File: config.mk
export PLATFORM = sky130hd
export DESIGN_NAME = rmq_sqrt
export DESIGN_NICKNAME = d
export VERILOG_FILES = /design/src/rtl/rmq_sqrt.sv
export SDC_FILE = /design/constraint.sdc
export NUM_CORES = 2
export LEC_CHECK = 0
export BUFFER_PORTS_ARGS = -buffer_cell sky130_fd_sc_hd__buf_2
export CAP_MARGIN = 20
export CORE_MARGIN = 3
export CORE_UTILIZATION = 47
export DETAILED_ROUTE_END_ITERATION = 12
export HOLD_SLACK_MARGIN = 0.15
export MAX_ROUTING_LAYER = met4
export PLACE_DENSITY_LB_ADDON = 0.1
export SETUP_SLACK_MARGIN = 0.1
export SYNTH_ARGS = -nofsm -noshare
export SYNTH_HDL_FRONTEND = slang
export SYNTH_SLANG_ARGS = --single-unit
File: constraint.sdc
create_clock -name clk -period 3.15 [get_ports clk]
set_input_delay 0.63 -clock clk [delete_from_list [all_inputs] [get_ports clk]]
set_output_delay 0.63 -clock clk [all_outputs]
set_load 0.02 [all_outputs]
File: src/rtl/rmq_sqrt.sv
// pipelined integer square root, one result bit per stage
`default_nettype none
module rmq_sqrt #(
  parameter int SW = 32,
  parameter int TW = 1
) (
  input  wire logic            clk,
  input  wire logic            rst_n,
  input  wire logic            en,
  input  wire logic            in_valid,
  input  wire logic [2*SW-1:0] in_rad,
  input  wire logic [TW-1:0]   in_tag,
  output logic                 out_valid,
  output logic [SW-1:0]        out_root,
  output logic [TW-1:0]        out_tag
);

  localparam int RW = 2 * SW;

  logic [RW-1:0] rem_r  [SW];
  logic [SW-1:0] root_r [SW];
  logic [TW-1:0] tag_r  [SW];
  logic          vld_r  [SW];

  genvar k;
  generate
    for (k = 0; k < SW; k++) begin : g_stage
      localparam int B = SW - 1 - k;
      logic [RW-1:0] rem_in;
      logic [SW-1:0] root_in;
      logic [TW-1:0] tag_in;
      logic          vld_in;
      logic [RW-1:0] trial;
      logic [RW-1:0] rem_nxt;
      logic [SW-1:0] root_nxt;

      if (k == 0) begin : g_first
        assign rem_in  = in_rad;
        assign root_in = '0;
        assign tag_in  = in_tag;
        assign vld_in  = in_valid;
      end else begin : g_next
        assign rem_in  = rem_r[k-1];
        assign root_in = root_r[k-1];
        assign tag_in  = tag_r[k-1];
        assign vld_in  = vld_r[k-1];
      end

      always_comb begin
        trial    = (RW'(root_in) << (B + 1)) + (RW'(1) << (2 * B));
        rem_nxt  = rem_in;
        root_nxt = root_in;
        if (rem_in >= trial) begin
          rem_nxt  = rem_in - trial;
          root_nxt = root_in | (SW'(1) << B);
        end
      end

      always_ff @(posedge clk) begin
        if (!rst_n) begin
          vld_r[k] <= 1'b0;
        end else if (en) begin
          vld_r[k] <= vld_in;
        end
      end

      always_ff @(posedge clk) begin
        if (en) begin
          rem_r[k]  <= rem_nxt;
          root_r[k] <= root_nxt;
          tag_r[k]  <= tag_in;
        end
      end
    end
  endgenerate

  assign out_valid = vld_r[SW-1];
  assign out_root  = root_r[SW-1];
  assign out_tag   = tag_r[SW-1];

endmodule
`default_nettype wire

==> metrics.yaml <==
status: "finished, violations left"
violations: "negative setup slack"
antenna_found_initial: 5
worstSetupEndpointType: "register"
worstHoldEndpoint: "vld_r[16]"
num_vias: 87000
reg2regPathDepth: 11
numPortBuffers: 102
h-tree-depth: 5
pwr_density_cell_nw_per_um2: 670
hold_start: "rst_n"
final_layout_size_suffix_gt1_frac: 0.317
avgViaCountPerCell: 5.44
clock_path_buffers: 4
tightest_slew_ps: 1020
dieArea_sq_um: 268000
routed_wl_um: 327000
rsz0062_at_grt: "yes"
cts_tree: "done"
grt_max_degree: 124
crit_slowest_cell: "or4_4"
yosys.cell_types.count: 94
synth-edff-count: 2575
post-place-ws_ps: -575
yosysMostFrequentCell: "edfxtp_1"
initial_core_util: 0.474
clock_power_share: 0.297
reg2reg_slack_ps: -250
ir_drop_uv: 560
crit_required_ps: 3720
finalCritPeriodShare: 1.08
fp.dieW_um: 518
p_sw_w: 0.0329
p_leak_nw: 64.6
nNetsFinal: 12900
max_freq_mhz: 294
num_io_pins: 103
p_sw_frac: 0.299
grt_first_pass_wirelength_um: 499000
fin_crit_ps: 3400
max_stage_delay_ps: 570
fin_worst_skew_ps: 58.9
ys_ff_latch: 2576
synth_area_leader_cell: "edfxtp_1"
antenna_left: 0
syn_nets: 10500
syn-mean-instance-area_sq_um: 12.5
avgRoutedWirePerCell_um: 20.5
setup_ws_ps: -246
drv_cap: 0
critical_path_class: "register to register"
clk_latency_ps: 850
hold_viol_final: 0
grt_pass1_vias: 87000
place_congestion: 0.895
combinationalPowerShare: 0.278
crit_top_cell: "or4_4"
seqPwrFrac: 0.425
drt-initial-drc-count: 6381
cts.sinks: 2576
relSlewSlack: 0.314
synth_ff_type: "edfxtp_1"
synth_common_cells: "edfxtp_1, inv_1, nor2_1"
cts_root_buf: "clkbuf_16"
async_reset_ff_frac: 0
synth.cell_area_sq_um: 123000
setup_tns_ps: -28790
synthCells: 9834
path_clk_slew_ps: 60
r2r-start: "rem_r[1][498]"
critPathMaxFanout: 6
dr.pass1.iters: 6
cp.buffers_inverters: 2
core_area_sq_um: 260000
hp-class: "input pin to register"
critPathArrivalTime_ps: 3960
setup_viol: 238
synth_top_area_share: 0.628
synthTopCellsByArea: "edfxtp_1, ha_1, xor2_1"
cts_buffers: 292
internal_power_w: 0.0772
synth_warnings: 0
area_delta_synth_final_pct: 33.4
dp_hpwl_um: 235000
placementRows: 187
whs_path_depth: 2
crit_chain: "or4_4 -> nor4_4 -> or3b_4 -> or4_4 -> a2111o_1 -> nor2b_4 -> buf_8 -> buf_6 -> nor4b_4 -> nor2b_1 -> xor2_1"
r2r_end: "rem_r[1][553]"
dieHeight_um: 518
ys_seq_area_frac: 0.628
track_usage: 0.240
drcViolationCount: 0
grt_overflow_total: 0
slew_violations: 0
start_kind: "register"
path_delay_family: "simple AND/OR/NAND/NOR gates"
through the flow:
step            util  hold WS (ps)  total power [W]  instances  instance area, sq um
2_1_floorplan      -           400           0.0610       9834                124000
3_3_place_gp   0.544           405           0.0726      15000                142000
3_5_place_dp   0.544           405           0.0728      15000                142000
4_1_cts        0.607           181            0.108      15800                158000
5_1_grt        0.632           258            0.116      16000                164000
6_report       0.632           263            0.110      16000                164000
power groups by stage:
stage	combinational, W	clock (W)	sequential (W)
CTS	0.0278	0.0336	0.0467
floorplan	0.0150	0	0.0460
global route	0.0333	0.0349	0.0472
finish	0.0305	0.0327	0.0468
detailed placement	0.0256	0	0.0473
global placement	0.0253	0	0.0472
cell families (layout without fill, tap and decap cells):
logic type,Yosys count,in the layout,share of synthesized area
buffers and inverters,916,3580,0.0283
adders and majority gates,558,558,0.0567
AOI/OAI and AO/OA,1898,1898,0.0947
DFF,2576,2576,0.628
other,0,1,0
and+or+nand+nor,2926,2926,0.123
xor gates and xnor gates,874,874,0.0621
muxes,86,86,0.00775
worst register-to-register path: cells and delay by family (launching register included):
kind,cells,cell delay [ps]
simple gates,7,1990
flops,1,390
compound gates,1,360
buf+inv,2,280
xor+xnor,1,140
area by class of cell:
class	count	area (sq um)
clock inverter	175	1540
multi-input combinational	6342	50700
tap	3496	4370
clock buffer	341	7600
inverter	709	2700
timing repair buffer	2355	20100
antenna	1	2.50
sequential	2576	77300
fill	20000	95800
flip-flops by register name (all words and copies together) (netlist names):
register  flops
root_r      528
vld_r        32
tag_r        32
rem_r      1984
how the worst max path moves through the flow:
stage,start,endpoint,slack [ps],cells after the start
2_1_floorplan,rem_r[1][478],rem_r[1][567],-230,12
3_3_place_gp,rem_r[1][428],rem_r[1][501],-1560,9
3_5_place_dp,rem_r[1][487],rem_r[1][567],-570,10
4_1_cts,rem_r[1][105],rem_r[1][186],-290,14
5_1_grt,rem_r[1][107],rem_r[1][186],-350,13
6_report,rem_r[1][498],rem_r[1][553],-250,11
placed cells by master (no fill, tap or decap), types with 81 or more instances in the layout:
cell type and instances:
xnor2_1 385, buf_6 136, nor4_1 250, nor2_1 541, ha_4 118, inv_1 677, ha_1 427, buf_12 89
a21oi_2 109, xor2_1 440, nor3_1 172, buf_2 101, o21a_1 81, edfxtp_1 2575, nand2_1 552, clkbuf_16 310
nor2_4 83, o21ai_2 81, or3_1 91, nand3_1 126, nand4_1 154, buf_4 1902, o21ai_0 333, a21o_1 220
nand2b_1 97, a21oi_1 500
timing repair:
item | in CTS | in global routing
pin swaps | 258 | 432
setup buffers | 204 | 218
gates cloned | 28 | 17
hold endpoints to repair | 69 | 0
resized for setup | 876 | 1019
setup endpoints to repair | 775 | 868
hold buffers | 67 | 0
per-layer routing:
metal | part of all wire | wire length (um) | GRT usage
met1 | 0.45 | 148000 | 0.327
met2 | 0.49 | 160000 | 0.394
met3 | 0.036 | 11800 | 0.0230
met4 | 0.023 | 7480 | 0.0547
met5 | 0 | 0 | -
Note: power is estimated with default switching activity, not from simulation.
